$ cat src/rtl/vtlcd_pkg.sv
`timescale 1ns / 1ps

package vtlcd_pkg;

  // Register file of the configuration port.
  localparam int unsigned CfgCount = 4;
  localparam int unsigned CfgIdxW  = 2;
  localparam int unsigned AddrW    = 7;

  localparam int unsigned RowCountDefault = 4;

  typedef logic [AddrW-1:0] addr_t;

  localparam addr_t RowBaseReset [CfgCount] = '{7'd0, 7'd64, 7'd20, 7'd84};

  // Sequence positions. Position n means n characters of the sequence are behind us.
  localparam int unsigned SeqChars = 5;
  localparam int unsigned PosW     = 3;

  localparam logic [PosW-1:0] SeqIdle  = 3'd0;
  localparam logic [PosW-1:0] SeqEsc   = 3'd1;
  localparam logic [PosW-1:0] SeqPos2  = 3'd2;
  localparam logic [PosW-1:0] SeqPos3  = 3'd3;
  localparam logic [PosW-1:0] SeqPos4  = 3'd4;
  localparam logic [PosW-1:0] SeqPos5  = 3'd5;
  localparam logic [PosW-1:0] SeqPos6  = 3'd6;
  localparam logic [PosW-1:0] SeqPos7  = 3'd7;

  // Characters the parser looks for.
  localparam logic [7:0] ChEsc     = 8'h1b;
  localparam logic [7:0] ChBracket = 8'h5b;
  localparam logic [7:0] ChQuest   = 8'h3f;
  localparam logic [7:0] ChSemi    = 8'h3b;
  localparam logic [7:0] ChZero    = 8'h30;
  localparam logic [7:0] ChTwo     = 8'h32;
  localparam logic [7:0] ChFive    = 8'h35;
  localparam logic [7:0] ChNine    = 8'h39;
  localparam logic [7:0] ChUpperJ  = 8'h4a;
  localparam logic [7:0] ChUpperH  = 8'h48;
  localparam logic [7:0] ChLowerH  = 8'h68;
  localparam logic [7:0] ChLowerL  = 8'h6c;

  // Controller commands.
  localparam logic [7:0] CmdClear       = 8'h01;
  localparam logic [7:0] CmdDispOn      = 8'h0c;
  localparam logic [7:0] CmdDispCursor  = 8'h0e;
  // The set-address command carries the display address in its low seven bits.
  localparam logic [7:0] CmdDdram       = 8'h80;

  localparam logic RsCommand = 1'b0;
  localparam logic RsData    = 1'b1;

  // Parser state: position, digit flags of positions 2..6, stored characters 2..6.
  typedef struct packed {
    logic [PosW-1:0]              pos;
    logic [SeqChars-1:0]          dig;
    logic [SeqChars-1:0][7:0]     chr;
  } parse_state_t;

  typedef struct packed {
    logic       emit;
    logic       reg_select;
    logic [7:0] bus_byte;
  } parse_result_t;

endpackage

$ cat src/rtl/vtlcd_step.sv
`timescale 1ns / 1ps

// One parser step: current character plus stored state in, next state and result out.
module vtlcd_step #(
  parameter int unsigned ROW_COUNT = vtlcd_pkg::RowCountDefault,
  localparam int unsigned RowIdxW  = (ROW_COUNT > 1) ? $clog2(ROW_COUNT) : 1
) (
  input  logic [7:0]              char_i,
  input  vtlcd_pkg::parse_state_t st_i,
  input  vtlcd_pkg::addr_t        row_base_i [ROW_COUNT],
  output vtlcd_pkg::parse_state_t st_o,
  output vtlcd_pkg::parse_result_t res_o
);

  function automatic logic [6:0] times10(input logic [3:0] a);
    times10 = {a, 3'b000} + {2'b00, a, 1'b0};
  endfunction

  logic                      is_dig;
  logic                      keep;
  logic                      go;
  logic [6:0]                col;
  logic [6:0]                row;
  logic [1:0]                row_sat;
  logic [7:0]                s2, s3, s4;
  logic [3:0]                n2, n3, n4, n5, n6;
  logic                      f2, f3, f4, f5, f6;
  logic [2:0]                wr_idx;
  vtlcd_pkg::addr_t          addr;

  assign is_dig = (char_i >= vtlcd_pkg::ChZero) && (char_i <= vtlcd_pkg::ChNine);

  assign s2 = st_i.chr[0];
  assign s3 = st_i.chr[1];
  assign s4 = st_i.chr[2];
  // Digits carry their value in the low nibble.
  assign n2 = st_i.chr[0][3:0];
  assign n3 = st_i.chr[1][3:0];
  assign n4 = st_i.chr[2][3:0];
  assign n5 = st_i.chr[3][3:0];
  assign n6 = st_i.chr[4][3:0];
  assign f2 = st_i.dig[0];
  assign f3 = st_i.dig[1];
  assign f4 = st_i.dig[2];
  assign f5 = st_i.dig[3];
  assign f6 = st_i.dig[4];
  assign wr_idx = 3'(st_i.pos - vtlcd_pkg::SeqPos2);

  always_comb begin
    st_o  = st_i;
    keep  = 1'b0;
    go    = 1'b0;
    col   = '0;
    row   = '0;
    res_o = '{emit: 1'b0, reg_select: vtlcd_pkg::RsCommand, bus_byte: 8'h00};

    if (st_i.pos >= vtlcd_pkg::SeqPos2 && st_i.pos <= vtlcd_pkg::SeqPos6) begin
      st_o.chr[wr_idx] = char_i;
      if (is_dig) begin
        st_o.dig[wr_idx] = 1'b1;
      end
    end

    unique case (st_i.pos)
      vtlcd_pkg::SeqIdle: begin
        if (char_i != vtlcd_pkg::ChEsc) begin
          res_o = '{emit: 1'b1, reg_select: vtlcd_pkg::RsData, bus_byte: char_i};
        end else begin
          keep = 1'b1;
        end
      end
      vtlcd_pkg::SeqEsc: begin
        st_o.dig = '0;
        keep     = (char_i == vtlcd_pkg::ChBracket);
      end
      vtlcd_pkg::SeqPos2: begin
        keep = (char_i == vtlcd_pkg::ChQuest) || is_dig;
      end
      vtlcd_pkg::SeqPos3: begin
        if (s2 == vtlcd_pkg::ChQuest) begin
          keep = (char_i == vtlcd_pkg::ChTwo);
        end else if (s2 == vtlcd_pkg::ChTwo && char_i == vtlcd_pkg::ChUpperJ) begin
          res_o.emit     = 1'b1;
          res_o.bus_byte = vtlcd_pkg::CmdClear;
        end else begin
          keep = f2 && ((char_i == vtlcd_pkg::ChSemi) || is_dig);
        end
      end
      vtlcd_pkg::SeqPos4: begin
        if (s2 == vtlcd_pkg::ChQuest) begin
          keep = (s3 == vtlcd_pkg::ChTwo) && (char_i == vtlcd_pkg::ChFive);
        end else if (f2) begin
          keep = ((s3 == vtlcd_pkg::ChSemi) && is_dig) ||
                 (f3 && (char_i == vtlcd_pkg::ChSemi));
        end
      end
      vtlcd_pkg::SeqPos5: begin
        if (s2 == vtlcd_pkg::ChQuest) begin
          if (s3 == vtlcd_pkg::ChTwo && s4 == vtlcd_pkg::ChFive) begin
            if (char_i == vtlcd_pkg::ChLowerH) begin
              res_o.emit     = 1'b1;
              res_o.bus_byte = vtlcd_pkg::CmdDispCursor;
            end else if (char_i == vtlcd_pkg::ChLowerL) begin
              res_o.emit     = 1'b1;
              res_o.bus_byte = vtlcd_pkg::CmdDispOn;
            end
          end
        end else if (f2) begin
          if (s3 == vtlcd_pkg::ChSemi && f4) begin
            if (char_i == vtlcd_pkg::ChUpperH) begin
              go  = 1'b1;
              col = {3'b000, n4};
              row = {3'b000, n2};
            end else begin
              keep = is_dig;
            end
          end else begin
            keep = f3 && (s4 == vtlcd_pkg::ChSemi) && is_dig;
          end
        end
      end
      vtlcd_pkg::SeqPos6: begin
        if (f2) begin
          if (s3 == vtlcd_pkg::ChSemi && f4 && f5 && char_i == vtlcd_pkg::ChUpperH) begin
            go  = 1'b1;
            col = times10(n4) + {3'b000, n5};
            row = {3'b000, n2};
          end else if (f3 && s4 == vtlcd_pkg::ChSemi && f5) begin
            if (char_i == vtlcd_pkg::ChUpperH) begin
              go  = 1'b1;
              col = {3'b000, n5};
              row = times10(n2) + {3'b000, n3};
            end else begin
              keep = is_dig;
            end
          end
        end
      end
      vtlcd_pkg::SeqPos7: begin
        if (f2 && f3 && s4 == vtlcd_pkg::ChSemi && f5 && f6 &&
            char_i == vtlcd_pkg::ChUpperH) begin
          go  = 1'b1;
          col = times10(n5) + {3'b000, n6};
          row = times10(n2) + {3'b000, n3};
        end
      end
      default: begin
        keep = 1'b0;
      end
    endcase

    if (go) begin
      res_o.emit     = 1'b1;
      res_o.bus_byte = vtlcd_pkg::CmdDdram | {1'b0, addr};
    end

    st_o.pos = keep ? 3'(st_i.pos + 3'd1) : vtlcd_pkg::SeqIdle;
  end

  // Only the low two bits of the row number are used; rows past the last one saturate.
  always_comb begin
    if ({1'b0, row[1:0]} < 3'(ROW_COUNT)) begin
      row_sat = row[1:0];
    end else begin
      row_sat = 2'(ROW_COUNT - 1);
    end
  end

  assign addr = 7'(row_base_i[row_sat[RowIdxW-1:0]] + col);

endmodule

$ cat src/rtl/vt100_escape_to_lcd_command.sv
`timescale 1ns / 1ps

// Channel   Direction  Signals                              Beat
// in        sink       in_valid_i/in_ready_o, char_in_i     one terminal character
// out       source     out_valid_o/out_ready_i,             one controller write
//                      reg_select_o, bus_byte_o
// cfg       sink       cfg_valid_i/cfg_ready_o,             one row base register
//                      cfg_index_i, cfg_data_i
//
// A character beat is captured in an input register and decoded from there; a write
// it produces is registered in the output register and is offered on out from there.
// One character per cycle is sustained while out_ready_i is high. A held output beat
// stalls the decode stage, and in_ready_o then drops once the input register is full.
// Reset clears the parser to "no sequence" and loads the default row bases.
// Configuration writes are always accepted.
module vt100_escape_to_lcd_command #(
  parameter int unsigned ROW_COUNT = vtlcd_pkg::RowCountDefault
) (
  input  logic                              clk_i,
  input  logic                              rst_ni,

  input  logic                              in_valid_i,
  output logic                              in_ready_o,
  input  logic [7:0]                        char_in_i,

  output logic                              out_valid_o,
  input  logic                              out_ready_i,
  output logic                              reg_select_o,
  output logic [7:0]                        bus_byte_o,

  input  logic                              cfg_valid_i,
  output logic                              cfg_ready_o,
  input  logic [vtlcd_pkg::CfgIdxW-1:0]     cfg_index_i,
  input  logic [vtlcd_pkg::AddrW-1:0]       cfg_data_i
);

  // Row base registers. Rows at or above ROW_COUNT are never addressed,
  // so only ROW_COUNT of them are kept and writes to the others are dropped.
  vtlcd_pkg::addr_t row_base_q [ROW_COUNT];

  assign cfg_ready_o = 1'b1;

  always_ff @(posedge clk_i or negedge rst_ni) begin
    if (!rst_ni) begin
      for (int i = 0; i < ROW_COUNT; i++) begin
        row_base_q[i] <= vtlcd_pkg::RowBaseReset[i];
      end
    end else if (cfg_valid_i) begin
      for (int i = 0; i < ROW_COUNT; i++) begin
        if (32'(cfg_index_i) == 32'(i)) begin
          row_base_q[i] <= cfg_data_i;
        end
      end
    end
  end

  // Input register.
  logic       in_valid_q, in_valid_d;
  logic [7:0] char_q, char_d;
  logic       advance;

  // The decode stage moves on whenever the output register is free or being drained.
  assign advance    = !out_valid_o || out_ready_i;
  assign in_ready_o = !in_valid_q || advance;

  always_comb begin
    in_valid_d = in_valid_q;
    char_d     = char_q;
    if (in_ready_o) begin
      in_valid_d = in_valid_i;
      if (in_valid_i) begin
        char_d = char_in_i;
      end
    end
  end

  always_ff @(posedge clk_i or negedge rst_ni) begin
    if (!rst_ni) begin
      in_valid_q <= 1'b0;
    end else begin
      in_valid_q <= in_valid_d;
    end
  end

  always_ff @(posedge clk_i) begin
    char_q <= char_d;
  end

  // Parser state: position and digit flags are control, stored characters are payload.
  logic [vtlcd_pkg::PosW-1:0]                pos_q;
  logic [vtlcd_pkg::SeqChars-1:0]            dig_q;
  logic [vtlcd_pkg::SeqChars-1:0][7:0]       chr_q;
  vtlcd_pkg::parse_state_t                   st_cur;
  vtlcd_pkg::parse_state_t                   st_d;
  vtlcd_pkg::parse_result_t                  res;
  logic                                      step;

  assign st_cur = '{pos: pos_q, dig: dig_q, chr: chr_q};
  assign step   = in_valid_q && advance;

  vtlcd_step #(
    .ROW_COUNT (ROW_COUNT)
  ) u_step (
    .char_i     (char_q),
    .st_i       (st_cur),
    .row_base_i (row_base_q),
    .st_o       (st_d),
    .res_o      (res)
  );

  always_ff @(posedge clk_i or negedge rst_ni) begin
    if (!rst_ni) begin
      pos_q <= vtlcd_pkg::SeqIdle;
      dig_q <= '0;
    end else if (step) begin
      pos_q <= st_d.pos;
      dig_q <= st_d.dig;
    end
  end

  always_ff @(posedge clk_i) begin
    if (step) begin
      chr_q <= st_d.chr;
    end
  end

  // Output register.
  logic       out_valid_q, out_valid_d;
  logic       reg_select_q, reg_select_d;
  logic [7:0] bus_byte_q, bus_byte_d;

  always_comb begin
    out_valid_d  = out_valid_q;
    reg_select_d = reg_select_q;
    bus_byte_d   = bus_byte_q;
    if (advance) begin
      out_valid_d = step && res.emit;
      if (step && res.emit) begin
        reg_select_d = res.reg_select;
        bus_byte_d   = res.bus_byte;
      end
    end
  end

  always_ff @(posedge clk_i or negedge rst_ni) begin
    if (!rst_ni) begin
      out_valid_q <= 1'b0;
    end else begin
      out_valid_q <= out_valid_d;
    end
  end

  always_ff @(posedge clk_i) begin
    reg_select_q <= reg_select_d;
    bus_byte_q   <= bus_byte_d;
  end

  assign out_valid_o  = out_valid_q;
  assign reg_select_o = reg_select_q;
  assign bus_byte_o   = bus_byte_q;

endmodule
$ cat config.mk
export PLATFORM = sky130hd
export DESIGN_NAME = vt100_escape_to_lcd_command
export DESIGN_NICKNAME = d
export VERILOG_FILES = /design/src/rtl/vtlcd_pkg.sv /design/src/rtl/vtlcd_step.sv /design/src/rtl/vt100_escape_to_lcd_command.sv
export SDC_FILE = /design/constraint.sdc
export NUM_CORES = 1
export LEC_CHECK = 0
export BUFFER_PORTS_ARGS = -buffer_cell sky130_fd_sc_hd__buf_2
export CORE_ASPECT_RATIO = 1.1
export CORE_MARGIN = 2
export CORE_UTILIZATION = 35
export CTS_CLUSTER_SIZE = 30
export DETAILED_ROUTE_END_ITERATION = 12
export PLACE_DENSITY = 0.6
export SLEW_MARGIN = 20
export SYNTH_ARGS = -nofsm -noshare
export SYNTH_HDL_FRONTEND = slang
export SYNTH_HIERARCHICAL = 1
export SYNTH_SLANG_ARGS = --single-unit
export TNS_END_PERCENT = 100
$ cat constraint.sdc
create_clock -name clk_i -period 4.4 [get_ports clk_i]
set_clock_uncertainty 0.05 [all_clocks]
set_input_delay 0.88 -clock clk_i [delete_from_list [all_inputs] [get_ports clk_i]]
set_output_delay 0.88 -clock clk_i [all_outputs]
set_load 0.005 [all_outputs]
==> metrics.md, run 1 <==
| Metric | Value |
|---|---|
| Routed WL | 13200 um |
| Antenna violations before repair | 0 |
| Die area | 16400 sq um |
| Clock transition at the registers of the reported paths | 0.06 ns |
| Worst-Skew Late Latency | 0.35 ns |
| Clock buffer depth | 2 |
| Clock share of power | 0.365 |
| WL/cell | 17.7 um |
| Total of max-cap violations | 0 |
| Met1 usage | 0.203 |
| Fmax | 241 MHz |
| Static Leak | 0.00244 uW |
| Least-Margin Pin Slew | 0.989 ns |
| Syn avg cell area | 10.9 sq um |
| Number of cell rows | 47 |
| Vias in the first global route | 4009 |
| Reg-to-Reg Start | chr_q[8] |
| Critical R2R Capture | bus_byte_o[6] |
| Startpoint types | register |
| Status | complete, no violations |
| DPL Wire Length | 9970 um |
| Num CTS Buffers | 9 |
| Worst path bufs/invs | 2 |
| DR vias/cell | 5.26 |
| CTS tree | yes |
| Final-report hold violation count | 0 |
| # diodes | 0 |
| Met3 global-route usage | 0.0391 |
| Switching share of power | 0.252 |
| Critical path, cell by cell | and4bb_4 > nand3_2 > nor4_2 > or2_1 > a32oi_4 > nor2_8 > mux2_1 > nand2_1 > o21ai_1 > ha_1 > inv_1 > fa_1 > inv_1 > a21oi_1 > o21bai_1 > a21o_1 > a21oi_1 > xnor2_1 > xnor2_1 > o21ai_1 |
| Register-to-register setup slack | 0.25 ns |
| Hold Crit Class | register to register |
| Setup Buffers After CTS | 0 |
| CORE AREA | 15100 sq um |
| Worst path required time | 4.45 ns |
| Area Overhead vs Synth | 14.2% |
| Worst Hold Endpoint | row_base_q[21] |
| Worst Setup End Kind | register |
| Die X | 122 um |
| Comb power frac | 0.112 |
| Mapped Area | 5380 sq um |
| IO Pins | 34 |
| Slew margin rel. | 0.339 |
| Setup violators final | 0 |
| Share of layout cells above drive strength 1 | 0.288 |
| Multi-input logic area | 2760 sq um |
| Share of total power in sequential cells | 0.523 |
| Period utilisation layout | 0.943 |
| Slowest-stage cell, CP | edfxtp_1 |
| CP max FO | 7 |
| Grt met2 use | 0.291 |
| Fin Setup TNS | 0 ns |
| Slowest stage delay, CP | 0.51 ns |
| Reg area | 2430 sq um |
| Nets | 597 |
| Switching Power | 484 uW |
| PortBufs | 32 |
| H-tree levels | 3 |
| Syn. warnings | 6 |
| DRC violation total after the first TritonRoute iteration | 266 |
| DR pass1 iterations | 5 |
| Drt drc | 0 |
| Root buffer cell | clkbuf_16 |
| Total GRT Usage | 0.170 |
| GR peak layer | met2 |
| Syn_nets | 545 |
| Crit path arrival time | 4.20 ns |
| Post-CTS Hold Buffers | 0 |
| Hold slack | 0.455 ns |
| Largest net degree at the start of global routing | 39 |
| CTS Sinks | 87 |
| Slew Limit Fails | 0 |
| Final Critical Period | 4.15 ns |
| RSZ-0062 raised after global routing | false |
| Hold path cells | 1 |
| ANT nets after route | 0 |
| Vias | 3922 |
| Family with the most delay on the worst path | simple AND/OR/NAND/NOR gates |
| Util after Layout | 0.409 |
| R2R depth | 20 |
| Pint | 1440 uW |
| Hold path start | row_base_q[21] |
| Initial core utilization | 0.358 |
| Cells after synthesis | 492 |
| Tot Pwr | 1920 uW |
| Wire length of the first global-routing pass | 21000 um |
| Grt total ovfl | 0 |
| Layout fillers | 1492 |
| Worst vdd ir | 216 uV |
| Critical path type | register to register |
| Power Density | 312 nW/um^2 |
| GPL Wtd Cong | 0.981 |
| Die Y | 134 um |
==> per-stage QoR <==
step	cell area [sq um]	worst slack [ns]	cells
2_1_floorplan	5380	0.436	492
3_3_place_gp	5860	0.311	729
3_5_place_dp	5860	0.128	729
4_1_cts	6120	0.122	745
5_1_grt	6150	0.0107	745
6_report	6150	0.250	745
==> sequential cells by signal, indices dropped and copies added, names as in the netlist <==
name and count:
pos_q 3, row_base_q 28, bus_byte_o 8, in_valid_q 1, chr_q 32, dig_q 5
reg_select_o 1, char_q 8, out_valid_o 1
==> final cells by class <==
class / instances / area share
clock buffers: 10 / 0.0372
clock inverters: 6 / 0.00590
inverters: 25 / 0.0153
multi-input cells: 363 / 0.449
flip-flops and latches: 87 / 0.395
well taps: 196 / 0.0399
repair buffers: 58 / 0.0578
==> metal layers <==
metal	up-vias	part of all wire
met2	120	0.50
li1	1866	-
met5	-	0
met1	1910	0.42
met3	26	0.050
met4	0	0.023
==> power by group through the flow <==
stage / clock network, uW / logic [uW] / registers, uW
2_1_floorplan: 0 / 147 / 999
3_3_place_gp: 0 / 210 / 1020
3_5_place_dp: 0 / 216 / 1020
4_1_cts: 717 / 218 / 1000
5_1_grt: 749 / 238 / 1010
6_report: 701 / 215 / 1000
==> worst max path at each step <==
stage          depth (start not counted)             to       from
2_1_floorplan                         21  bus_byte_o[6]  char_q[0]
3_3_place_gp                          20  bus_byte_o[6]   pos_q[1]
3_5_place_dp                          21  bus_byte_o[6]   pos_q[1]
4_1_cts                               21  bus_byte_o[6]   pos_q[1]
5_1_grt                               21  bus_byte_o[6]   pos_q[0]
6_report                              20  bus_byte_o[6]   chr_q[8]
==> repair_timing <==
| item | 4_1_cts | 5_1_grt |
|---|---|---|
| setup endpoints to repair | 0 | 2 |
| endpoints found under the hold margin | 0 | 0 |
| gates resized for setup | 0 | 6 |
==> cells in the final DEF (no fill, tap or decap), types with 4 or more instances in the layout <==
master	n
nand2_1	70
mux2_2	50
edfxtp_1	49
buf_2	32
dfrtp_1	30
nor2_1	30
buf_4	26
a21oi_1	25
ha_1	25
inv_1	23
nand3_1	15
o21ai_0	11
o21ai_1	10
xnor2_1	10
clkbuf_16	9
nor3_1	8
dfstp_2	6
a21o_1	6
mux2i_1	5
mux2_1	5
fa_1	5
and2_1	4
nor2b_1	4
nand4_1	4
a22oi_1	4
Power figures use the tool's default switching activity.
==> inputs of run 2 (changes only) <==
Settings changed: ABC_AREA set to 1.
==> run 2 against run 1 <==
Net effect:
- count of clock-buffer cells in the layout is 1 lower
- critical path depth up 5
- final area increased by 4.1%
- area after synthesis increased by 6.6%
- utilization fell by 1.3 points
- via count is 23% higher
- sequential share of layout area is 1.6 points lower
- synthesized cell count increased by 42%
- final cell count increased by 26%
- register-to-register slack improved by 0.25 ns
- die area is 6.4% higher
- critical path type unchanged
- largest cell class unchanged
==> metrics.md, run 2 <==
| Metric | Value |
|---|---|
| PortBufs | 32 (unchanged) |
| Die X | 126 um (+3.2%) |
| Root buffer cell | clkbuf_16 |
| Routed WL | 15100 um (+14%) |
| Hold path cells | 2 (+1) |
| H-tree levels | 3 (unchanged) |
| IO Pins | 34 (unchanged) |
| Cells after synthesis | 700 (+42%) |
| Hold path start | row_base_q[9] |
| Grt total ovfl | 0 (unchanged) |
| Wire length on met3 | 831 um (+25%) |
| CTS Sinks | 87 (unchanged) |
| Hold Crit Class | register to register |
| Mapped Area | 5740 sq um (+6.6%) |
| Fmax | 257 MHz (+6.5%) |
| Slew Limit Fails | 0 (unchanged) |
| Multi-input logic area | 2800 sq um (+1.4%) |
| Fin Setup TNS | 0 ns (unchanged) |
| RSZ-0062 raised after global routing | false |
| Share of layout cells above drive strength 1 | 0.151 (-0.137) |
| Hold slack | 0.416 ns (-0.0398 ns) |
| Final Critical Period | 3.90 ns (-0.253 ns) |
| Critical R2R Capture | bus_byte_o[6] |
| Met1 Routed Length | 6960 um (+25%) |
| Die area | 17400 sq um (+6.4%) |
| DRC violation total after the first TritonRoute iteration | 370 (+39%) |
| Tot Pwr | 2140 uW (+11%) |
| Commonest non-fill, non-tap cell in the layout | nand2_1 |
| Number of cell rows | 49 (+4.3%) |
| Largest Register | chr_q |
| Wire length of the first global-routing pass | 24700 um (+18%) |
| Worst Hold Endpoint | row_base_q[9] |
| Regs by FF count | chr_q (32), row_base_q (28) |
| Top sig layer | met4 |
| Final-report hold violation count | 0 (unchanged) |
| Setup violators final | 0 (unchanged) |
| Drt drc | 0 (unchanged) |
| Clock buffer depth | 2 (unchanged) |
| DR pass1 iterations | 6 (+1) |
| Max reg flops | 32 (unchanged) |
| Num CTS Buffers | 9 (unchanged) |
| Reg area | 2430 sq um (-0.10%) |
| Worst-Skew Late Latency | 0.35 ns (about the same) |
| CP max FO | 16 (+9) |
| Crit path arrival time | 3.96 ns (-0.24 ns) |
| Vias in the first global route | 4600 (+15%) |
| Syn avg cell area | 8.20 sq um (-25%) |
| Period utilisation layout | 0.886 (-0.0575) |
| # diodes | 0 (unchanged) |
| DR vias/cell | 5.13 (-2.5%) |
| Clock transition at the registers of the reported paths | 0.07 ns (about the same) |
| Critical path type | register to register |
| Vias | 4815 (+23%) |
| Startpoint types | register |
| Area Overhead vs Synth | 11.5% |
| Layout fillers | 1698 (+14%) |
| Antenna violations before repair | 0 (unchanged) |
| CORE AREA | 16200 sq um (+7.5%) |
| ANT nets after route | 0 (unchanged) |
| Worst Setup End Kind | register |
| Setup Buffers After CTS | 0 (unchanged) |
| Total GRT Usage | 0.179 (+0.00925) |
| Worst path required time | 4.46 ns (about the same) |
| Reg-to-Reg Start | pos_q[0] |
| GPL Wtd Cong | 0.939 (-4.3%) |
| Syn. warnings | 6 (unchanged) |
| Area of placed instances | 6060 sq um (+3.5%) |
| Syn_nets | 753 (+38%) |
| Least-Margin Pin Slew | 0.879 ns (-0.109 ns) |
| Power Density | 334 nW/um^2 (+7.0%) |
| WL/cell | 16.1 um (-9.1%) |
| CTS tree | yes |
| Status | complete, no violations |
| Static Leak | 0.00297 uW (+22%) |
| Nets | 782 (+31%) |
| Slew margin rel. | 0.409 (+0.0698) |
| Post-CTS Hold Buffers | 0 (unchanged) |
| CTS resizes | 0 (unchanged) |
| Die Y | 138 um (+3.2%) |
| Setup ws final | 0.503 ns (+0.253 ns) |
| Worst vdd ir | 393 uV (+82%) |
| Most frequent cells in the layout | nand2_1 (194), inv_1 (88), nand3_1 (68) |
| Met2 WL post-DR | 6870 um (+3.3%) |
| R2R depth | 25 (+25%) |
| Pre-CTS setup slack | 0.543 ns (+0.415 ns) |
| Largest net degree at the start of global routing | 39 (unchanged) |
| Total of max-cap violations | 0 (unchanged) |
| Final Cell Area | 6400 sq um (+4.1%) |
| Register-to-register setup slack | 0.50 ns (+0.25 ns) |
| DPL Wire Length | 11500 um (+15%) |
| Initial core utilization | 0.355 (-0.00288) |
-- run 2: cell types whose count changed in the layout (fill, tap and decap cells not counted), sizes merged, moves of 6 or more --
cell,change
nand2,+135
buf,-20
nand3,+57
a21boi,-6
mux2,-55
a21oi,-6
o21ai,+31
nor2,+7
nand4,+15
inv,+76
a21o,-6
xnor2,-9
-- run 2: layout make-up --
cell class / count / area share
clock inverters: 7 / 0.0180
clock buffers: 9 / 0.0352
well taps: 204 / 0.0399
repair buffers: 38 / 0.0320
flip-flops and latches: 87 / 0.379
inverters: 98 / 0.0586
multi-input cells: 495 / 0.437
-- run 2: through the flow --
stage / util / std cells
4_1_cts: 0.396 / 938
2_1_floorplan: - / 700
5_1_grt: 0.396 / 938
3_5_place_dp: 0.375 / 922
6_report: 0.396 / 938
3_3_place_gp: 0.375 / 922
-- run 2: metal layers --
metal	GRT usage	vias to the layer above
li1	-	2412
met2	0.272	155
met4	0.0717	0
met3	0.0286	35
met5	0	-
met1	0.255	2213
-- run 2: worst max-delay path by stage --
| stage | start | endpoint | slack (ns) |
|---|---|---|---|
| 2_1_floorplan | pos_q[0] | bus_byte_o[6] | 0.96 |
| 3_3_place_gp | pos_q[0] | bus_byte_o[5] | 0.61 |
| 3_5_place_dp | pos_q[0] | bus_byte_o[6] | 0.54 |
| 4_1_cts | pos_q[0] | bus_byte_o[6] | 0.51 |
| 5_1_grt | pos_q[0] | bus_byte_o[6] | 0.13 |
| 6_report | pos_q[0] | bus_byte_o[6] | 0.50 |
-- run 2: critical path: stages, from the launching register on --
cell	delay (ns)
dfrtp_1	0.47
inv_1	0.16
ha_1	0.16
nand2_1	0.11
nor2_1	0.36
nand3_4	0.14
nand2_2	0.11
nand2_2	0.08
nand2_4	0.17
nand2_4	0.14
a21oi_1	0.15
a32oi_1	0.08
ha_1	0.22
inv_1	0.08
fa_1	0.21
nor2_1	0.06
o21ai_0	0.23
nand2_1	0.08
a21oi_1	0.17
inv_1	0.06
nand2_1	0.06
nand2_1	0.06
inv_1	0.05
nand3_1	0.07
nand3_1	0.08
nand2_1	0.05
-- run 2: power breakdown --
group	leakage, uW	internal (uW)	switching (uW)
registers	0.000886	958	58.6
logic	0.00193	80.1	164
clock network	0.000163	513	365
total	0.00297	1550	587
